<file path="config.mk">
export PLATFORM = sky130hd
export DESIGN_NAME = topk_classifier_accuracy
export DESIGN_NICKNAME = d
export VERILOG_FILES = /design/src/rtl/tca_pkg.sv /design/src/rtl/topk_classifier_accuracy.sv /design/src/rtl/tca_insert.sv /design/src/rtl/tca_tally.sv
export SDC_FILE = /design/constraint.sdc
export NUM_CORES = 1
export LEC_CHECK = 0
export BUFFER_PORTS_ARGS = -buffer_cell sky130_fd_sc_hd__buf_4
export CAP_MARGIN = 20
export CELL_PAD_IN_SITES_DETAIL_PLACEMENT = 1
export CELL_PAD_IN_SITES_GLOBAL_PLACEMENT = 2
export CORE_MARGIN = 3
export CORE_UTILIZATION = 35
export DETAILED_ROUTE_END_ITERATION = 8
export GPL_TIMING_DRIVEN = 1
export PLACE_DENSITY_LB_ADDON = 0.1
export SLEW_MARGIN = 20
export SYNTH_ARGS = -nofsm -noshare
export SYNTH_HDL_FRONTEND = slang
export SYNTH_SLANG_ARGS = --single-unit
export TNS_END_PERCENT = 50
</file>
<file path="constraint.sdc">
create_clock -name clk -period 5.2 [get_ports clk]
set_input_delay 1.04 -clock clk [delete_from_list [all_inputs] [get_ports clk]]
set_output_delay 1.04 -clock clk [all_outputs]
set_load 0.03 [all_outputs]
</file>
<file path="src/rtl/tca_pkg.sv">
// Shared types and constants for the top-k classifier accuracy block.
package tca_pkg;

    localparam int SCORE_BITS = 8;
    localparam int CLASS_BITS = 10;
    localparam int COUNT_BITS = 20;
    localparam int TOP_K      = 5;
    localparam int FILL_BITS  = $clog2(TOP_K + 1);

    localparam logic [COUNT_BITS-1:0] COUNT_MAX = {COUNT_BITS{1'b1}};

    // Ranking state: entry 0 holds the highest score.
    typedef struct packed {
        logic [TOP_K-1:0][SCORE_BITS-1:0] scores;
        logic [TOP_K-1:0][CLASS_BITS-1:0] classes;
        logic [FILL_BITS-1:0]             filled;
    } rank_t;

    typedef struct packed {
        logic [COUNT_BITS-1:0]            images_total;
        logic [COUNT_BITS-1:0]            top5_total;
        logic [COUNT_BITS-1:0]            top1_total;
        logic                             top5_hit;
        logic                             top1_hit;
        logic [TOP_K-1:0][CLASS_BITS-1:0] classes;
        logic [SCORE_BITS-1:0]            top_score;
    } result_t;

endpackage

</file>
<file path="src/rtl/topk_classifier_accuracy.sv">
// Top level of the top-5 classification accuracy block.
//
// The slave stream carries one class score per transaction; the class index is
// the arrival order within the image, and tlast marks the final score of an
// image, whose transaction also carries the true class. After each image the
// master stream delivers one transaction with the five ranked classes, the top
// score, top-1 and top-5 hit flags and saturating running totals.
// A score is registered at acceptance and ranked from that register by five
// parallel compares, so one score per cycle is taken when the receiver keeps up.
// A result is written to the output register when its last score leaves the
// input register, and waits there until taken. While a result waits,
// non-last scores keep flowing; only a second last score stalls the input.
// Among equal scores the lower class index ranks first.
// Reset clears the ranking, the class counter, the totals and both valid flags;
// no clearing pass is needed, the block accepts data as soon as reset is released.
module topk_classifier_accuracy
    import tca_pkg::*;
(
    input  logic         clk,
    input  logic         rst_n,
    input  logic         s_tvalid,
    output logic         s_tready,
    input  logic [23:0]  s_tdata,  // score[7:0], true_class[17:8], zero[23:18]
    input  logic         s_tlast,  // last score of the image
    output logic         m_tvalid,
    input  logic         m_tready,
    output logic [119:0] m_tdata   // top_class[9:0], top_score[17:10],
                                   // second_class[27:18], third_class[37:28],
                                   // fourth_class[47:38], fifth_class[57:48],
                                   // top1_hit[58], top5_hit[59],
                                   // top1_total[79:60], top5_total[99:80],
                                   // images_total[119:100]
);

    logic                  s1_valid_reg, s1_valid_next;
    logic [SCORE_BITS-1:0] s1_score_reg;
    logic                  s1_last_reg;
    logic [CLASS_BITS-1:0] s1_truth_reg;
    rank_t                 rank_reg, rank_next;
    logic [CLASS_BITS-1:0] class_cnt_reg;
    logic                  out_valid_reg, out_valid_next;
    result_t               out_reg;

    logic    s_fire;
    logic    out_free;
    logic    s1_fire;
    logic    img_done;
    rank_t   rank_ins;
    result_t res;

    assign s_fire   = s_tvalid && s_tready;
    assign out_free = !out_valid_reg || m_tready;
    assign s1_fire  = s1_valid_reg && (!s1_last_reg || out_free);
    assign img_done = s1_fire && s1_last_reg;
    assign s_tready = !s1_valid_reg || s1_fire;

    tca_insert u_insert (
        .cur       (rank_reg),
        .score     (s1_score_reg),
        .class_idx (class_cnt_reg),
        .nxt       (rank_ins)
    );

    tca_tally u_tally (
        .clk   (clk),
        .rst_n (rst_n),
        .upd   (img_done),
        .rank  (rank_ins),
        .truth (s1_truth_reg),
        .res   (res)
    );

    always_comb
    begin
        s1_valid_next = s1_valid_reg;
        if (s_fire)
        begin
            s1_valid_next = 1'b1;
        end
        else if (s1_fire)
        begin
            s1_valid_next = 1'b0;
        end
    end

    // The ranking clears once the last score of an image has been reported.
    always_comb
    begin
        rank_next = rank_reg;
        if (img_done)
        begin
            rank_next = '0;
        end
        else if (s1_fire)
        begin
            rank_next = rank_ins;
        end
    end

    always_comb
    begin
        out_valid_next = out_valid_reg;
        if (img_done)
        begin
            out_valid_next = 1'b1;
        end
        else if (m_tready)
        begin
            out_valid_next = 1'b0;
        end
    end

    always_ff @(posedge clk or negedge rst_n)
    begin
        if (!rst_n)
        begin
            s1_valid_reg  <= 1'b0;
            out_valid_reg <= 1'b0;
            rank_reg      <= '0;
            class_cnt_reg <= '0;
        end
        else
        begin
            s1_valid_reg  <= s1_valid_next;
            out_valid_reg <= out_valid_next;
            rank_reg      <= rank_next;
            if (img_done)
            begin
                class_cnt_reg <= '0;
            end
            else if (s1_fire)
            begin
                class_cnt_reg <= class_cnt_reg + CLASS_BITS'(1);
            end
        end
    end

    always_ff @(posedge clk)
    begin
        if (s_fire)
        begin
            s1_score_reg <= s_tdata[SCORE_BITS-1:0];
            s1_last_reg  <= s_tlast;
            s1_truth_reg <= s_tdata[SCORE_BITS +: CLASS_BITS];
        end
        if (img_done)
        begin
            out_reg <= res;
        end
    end

    assign m_tvalid = out_valid_reg;
    assign m_tdata  = {out_reg.images_total, out_reg.top5_total, out_reg.top1_total,
                       out_reg.top5_hit, out_reg.top1_hit,
                       out_reg.classes[4], out_reg.classes[3], out_reg.classes[2],
                       out_reg.classes[1], out_reg.top_score, out_reg.classes[0]};

    a_fill_bound: assert property (@(posedge clk) disable iff (!rst_n)
        rank_reg.filled <= FILL_BITS'(TOP_K))
        else $error("ranking fill count exceeds the number of ranks");

    a_clear_after_image: assert property (@(posedge clk) disable iff (!rst_n)
        img_done |=> (rank_reg.filled == '0) && (class_cnt_reg == '0))
        else $error("ranking not cleared after the last score of an image");

    a_hit_order: assert property (@(posedge clk) disable iff (!rst_n)
        m_tvalid && out_reg.top1_hit |-> out_reg.top5_hit)
        else $error("top-1 hit reported without a top-5 hit");

    a_no_overwrite: assert property (@(posedge clk) disable iff (!rst_n)
        img_done |-> !out_valid_reg || m_tready)
        else $error("result register overwritten before it was taken");

endmodule

</file>
<file path="src/rtl/tca_insert.sv">
// Combinational insertion of one score into the sorted top-k ranking.
module tca_insert
    import tca_pkg::*;
(
    input  rank_t                 cur,
    input  logic [SCORE_BITS-1:0] score,
    input  logic [CLASS_BITS-1:0] class_idx,
    output rank_t                 nxt
);

    logic [TOP_K-1:0]                 gt;
    logic [TOP_K-1:0]                 prev_gt;
    logic [TOP_K-1:0][SCORE_BITS-1:0] shift_scores;
    logic [TOP_K-1:0][CLASS_BITS-1:0] shift_classes;

    // An empty rank always loses to the new score. Filled ranks are sorted, so
    // gt is a thermometer code: the first set bit is the insertion point.
    always_comb
    begin
        for (int i = 0; i < TOP_K; i++)
        begin
            gt[i] = (FILL_BITS'(i) >= cur.filled) || (score > cur.scores[i]);
        end
    end

    assign prev_gt       = {gt[TOP_K-2:0], 1'b0};
    assign shift_scores  = {cur.scores[TOP_K-2:0], {SCORE_BITS{1'b0}}};
    assign shift_classes = {cur.classes[TOP_K-2:0], {CLASS_BITS{1'b0}}};

    always_comb
    begin
        nxt = cur;
        for (int i = 0; i < TOP_K; i++)
        begin
            if (gt[i] && !prev_gt[i])
            begin
                nxt.scores[i]  = score;
                nxt.classes[i] = class_idx;
            end
            else if (gt[i])
            begin
                nxt.scores[i]  = shift_scores[i];
                nxt.classes[i] = shift_classes[i];
            end
        end
        if (cur.filled < FILL_BITS'(TOP_K))
        begin
            nxt.filled = cur.filled + FILL_BITS'(1);
        end
    end

endmodule

</file>
<file path="src/rtl/tca_tally.sv">
// Hit detection and saturating running totals for each finished image.
module tca_tally
    import tca_pkg::*;
(
    input  logic                  clk,
    input  logic                  rst_n,
    input  logic                  upd,
    input  rank_t                 rank,
    input  logic [CLASS_BITS-1:0] truth,
    output result_t               res
);

    logic [COUNT_BITS-1:0] top1_cnt_reg, top1_cnt_next;
    logic [COUNT_BITS-1:0] top5_cnt_reg, top5_cnt_next;
    logic [COUNT_BITS-1:0] img_cnt_reg, img_cnt_next;
    logic [TOP_K-1:0][CLASS_BITS-1:0] cls;
    logic                  hit1;
    logic                  hit5;

    always_comb
    begin
        hit5 = 1'b0;
        for (int i = 0; i < TOP_K; i++)
        begin
            if (FILL_BITS'(i) < rank.filled)
            begin
                cls[i] = rank.classes[i];
            end
            else
            begin
                cls[i] = '0;
            end
            if ((FILL_BITS'(i) < rank.filled) && (rank.classes[i] == truth))
            begin
                hit5 = 1'b1;
            end
        end
        hit1 = (rank.filled != '0) && (rank.classes[0] == truth);
    end

    always_comb
    begin
        top1_cnt_next = top1_cnt_reg;
        top5_cnt_next = top5_cnt_reg;
        img_cnt_next  = img_cnt_reg;
        if (hit1 && (top1_cnt_reg != COUNT_MAX))
        begin
            top1_cnt_next = top1_cnt_reg + COUNT_BITS'(1);
        end
        if (hit5 && (top5_cnt_reg != COUNT_MAX))
        begin
            top5_cnt_next = top5_cnt_reg + COUNT_BITS'(1);
        end
        if (img_cnt_reg != COUNT_MAX)
        begin
            img_cnt_next = img_cnt_reg + COUNT_BITS'(1);
        end
    end

    always_ff @(posedge clk or negedge rst_n)
    begin
        if (!rst_n)
        begin
            top1_cnt_reg <= '0;
            top5_cnt_reg <= '0;
            img_cnt_reg  <= '0;
        end
        else if (upd)
        begin
            top1_cnt_reg <= top1_cnt_next;
            top5_cnt_reg <= top5_cnt_next;
            img_cnt_reg  <= img_cnt_next;
        end
    end

    always_comb
    begin
        res.classes      = cls;
        res.top_score    = (rank.filled != '0) ? rank.scores[0] : '0;
        res.top1_hit     = hit1;
        res.top5_hit     = hit5;
        res.top1_total   = top1_cnt_next;
        res.top5_total   = top5_cnt_next;
        res.images_total = img_cnt_next;
    end

endmodule
</file>
==> results.cfg <==
[setup_path]
cp_cell_instances = inv_1 -> ha_1 -> o21bai_1 -> nand2_1 -> and3_1 -> buf_4 -> mux2i_1 -> xnor2_1 -> nand3_1 -> nor3_4 -> nand4b_1 -> a41o_1 -> buf_4 -> nand4_1 -> xnor2_1
worstSetupPathDepth = 15
max_fanout_on_critical_path = 20
worst_path_max_delay_cell = and3_1
timing.setup.critical_path_class = flop to flop
top_cell_family_by_delay_on_the_critical_path = simple AND/OR/NAND/NOR gates
cpPeakStageDelay_ps = 530
ff2ff_path_depth = 15
critPathLaunchType = flop
worstPathArrival_ps = 5190
crit_required_ps = 5500
worst_setup_path_end_kind = flop
critPathBufInv = 3

[clock_tree]
ctsRootBufferMaster = clkbuf_16
clock_sinks = 304
cts_hold_buf = 0
h_tree_levels = 2
worstSkewPairLatency_ps = 570
cts_post_setup_buffers_inserted = 0
worst_setup_hold_path_clk_slew_ps = 60
clk_path_buf_depth = 3
tritoncts = yes
cts_inserted_buffers = 38
post_cts.resized_instances = 0

[die]
start_util_pct = 35.7
io_pins = 151
core.rowCount = 77
die_w_um = 219
design.die.area_um2 = 48000
die_h_um = 219
placeableCoreArea_um2 = 44500

[layout]
final_area_um2 = 19300
antenna-diode-count = 0
share_of_cells_above_drive_strength_1_pct = 16.9
multi_input_comb_area_um2 = 7030
layout.cells.most_common = buf_4
highest_count_cells_in_the_layout_ignoring_fill_and_taps = buf_4, nand2_1, dfrtp_1
nNetsFinal = 1796
largest_register_ff_count = 120
sequential_area_um2 = 8300
flow.area_growth_from_synthesis_pct = 21.1
n_fill_cell = 4968
stdcell_count = 2342

[place]
placed_cells = 2272
place_area_um2 = 18000
gp_congestion = 0.890
dpl.hpwl_mm = 36.1
post_place_setup_slack_ps = 383
number_of_buffer_cells_added_on_primary_ports = 144

[timing]
fin_ws_ps = 316
finalClockSkew_ps = 30.8
timing_hold_violations_final = 0
setup_viol_count_final = 0
timing.slew.headroom_pct = 27.9
unrepaired_setup_endpoints_after_global_routing = false
setup_tns_ps = 0
count_of_pins_over_their_slew_limit = 0
fin_crit_period_ps = 4880
timing.hold.ws_ps = 486
clock.fmax_ghz = 0.205
final_min_period_over_clock_period_pct = 93.9
worst_slew_pin_slew_ps = 1080

[synthesis]
post_synthesis_cells = 1554
number_of_flops_mapped_to_enable_cells_by_yosys = 139
yosys_register_bits = 304
distinct_cells_synth = 72
netlist_area_um2 = 15900
dominantRegCellSynth = dfrtp_1
sequential_share_of_the_synthesized_area_pct = 52.2
mappedNetlistNets = 1630
synth_async_sr_flop_share_pct = 54.3
synth_area_per_cell_um2 = 10.2
ys.warnings.count = 0

[outcome]
outcome = finished, final reports clean

[routing]
route.vias.total = 12564
detail-route-antenna-nets = 0
via_per_inst = 5.36
first_drt_iteration_drcs = 686
route.detailed.wl_per_inst_um = 21.5
detailedRoute.firstPassIterationCount = 5
finalWirelength_mm = 50.4
drc_errors = 0

[global_route]
number_of_antenna_violations_at_the_first_check_in_global_routing = 0
grt_pass1_vias = 13150
grt_start_max_net_pins = 86
track_usage_pct = 21.0
global_route.overflow_total = 0
grt_pass1_wl_mm = 78.1

[power_and_ir_drop]
power.static_leakage_nw = 8.11
power.ir.vdd_worst_v = 0.000309
power_density_nw_per_um2 = 398

[min_path]
min_path_cells = 2
worstHoldPathType = flop to flop

[job]
max_cap_violations = 0
## path summary, 6_finish.rpt
path / startpoint / to / slack, ps
worst min-delay path: rank_reg[88] / rank_reg[88] / 490
worst max register to register: rank_reg[1] / m_tdata[87] / 320
max in group asynchronous: rst_n / rank_reg[6] / 3640
worst max-delay path: rank_reg[1] / m_tdata[87] / 320
worst min register to register: rank_reg[88] / rank_reg[88] / 490
min in group asynchronous: rst_n / u_tally.top1_cnt_reg[10] / 510
## synthesized netlist by cell type (12+ instances only)
cell / number / share of area [%]
xor2_1: 40 / 2.2
nand2_1: 189 / 4.5
nand3_1: 56 / 1.8
o22ai_1: 17 / 0.67
mux2i_1: 55 / 3.5
a31oi_1: 21 / 0.83
inv_1: 70 / 1.7
nor3_1: 28 / 0.88
a22o_1: 24 / 1.3
and3_1: 32 / 1.3
edfxtp_1: 139 / 26
o21ai_0: 108 / 3.4
clkbuf_1: 64 / 1.5
nand4_1: 41 / 1.6
and2_1: 12 / 0.47
ha_1: 47 / 3.7
dfrtp_1: 165 / 26
xnor2_1: 86 / 4.7
a21oi_1: 53 / 1.7
nor4_1: 12 / 0.47
nor2_1: 103 / 2.4
a211oi_1: 28 / 1.3
nor2b_1: 17 / 0.67
## tightest hold or removal path: cells and delay by family (launching register included)
kind	cells	cell delay (ps)
compound gates	1	60
flops	1	340
simple gates	1	50
## final cells by class
cell class              count  area share, %
clock buffers              50           5.75
clock inverters            20           1.02
inverters                  71           1.41
multi-input cells        1099           36.5
flip-flops and latches    304           43.1
well taps                 592           3.85
repair buffers            206           8.37
## metrics by stage
| stage | power, mW | util (%) |
|---|---|---|
| 3_5_place_dp | 4.95 | 40.3 |
| 5_1_grt | 8.07 | 43.3 |
| 3_3_place_gp | 4.91 | 40.3 |
| 2_1_floorplan | 4.20 | - |
| 4_1_cts | 7.76 | 43.3 |
| 6_report | 7.66 | 43.3 |
## cells by family after synthesis
kind of cell	after synthesis	synth area share (%)
simple gates	532	16.0
compound gates	333	13.5
flops	304	52.2
buf+inv	151	3.74
xor+xnor	126	6.94
mux	61	3.90
fa+ha+maj	47	3.70
## routing by layer
layer / GRT usage, % / wire length (um) / vias up
met2: 33.4 / 23000 / 253
met3: 3.49 / 2400 / 61
met4: 5.79 / 1030 / 0
met5: 0 / 0 / -
li1: - / - / 5959
met1: 29.6 / 24000 / 6291
## power breakdown
part	internal, mW	leakage (nW)	switching, mW
clock network	1.66	0.644	1.09
registers	2.76	3.66	0.203
logic	0.698	3.81	1.25
No activity file was read; power rests on OpenSTA's default activity.
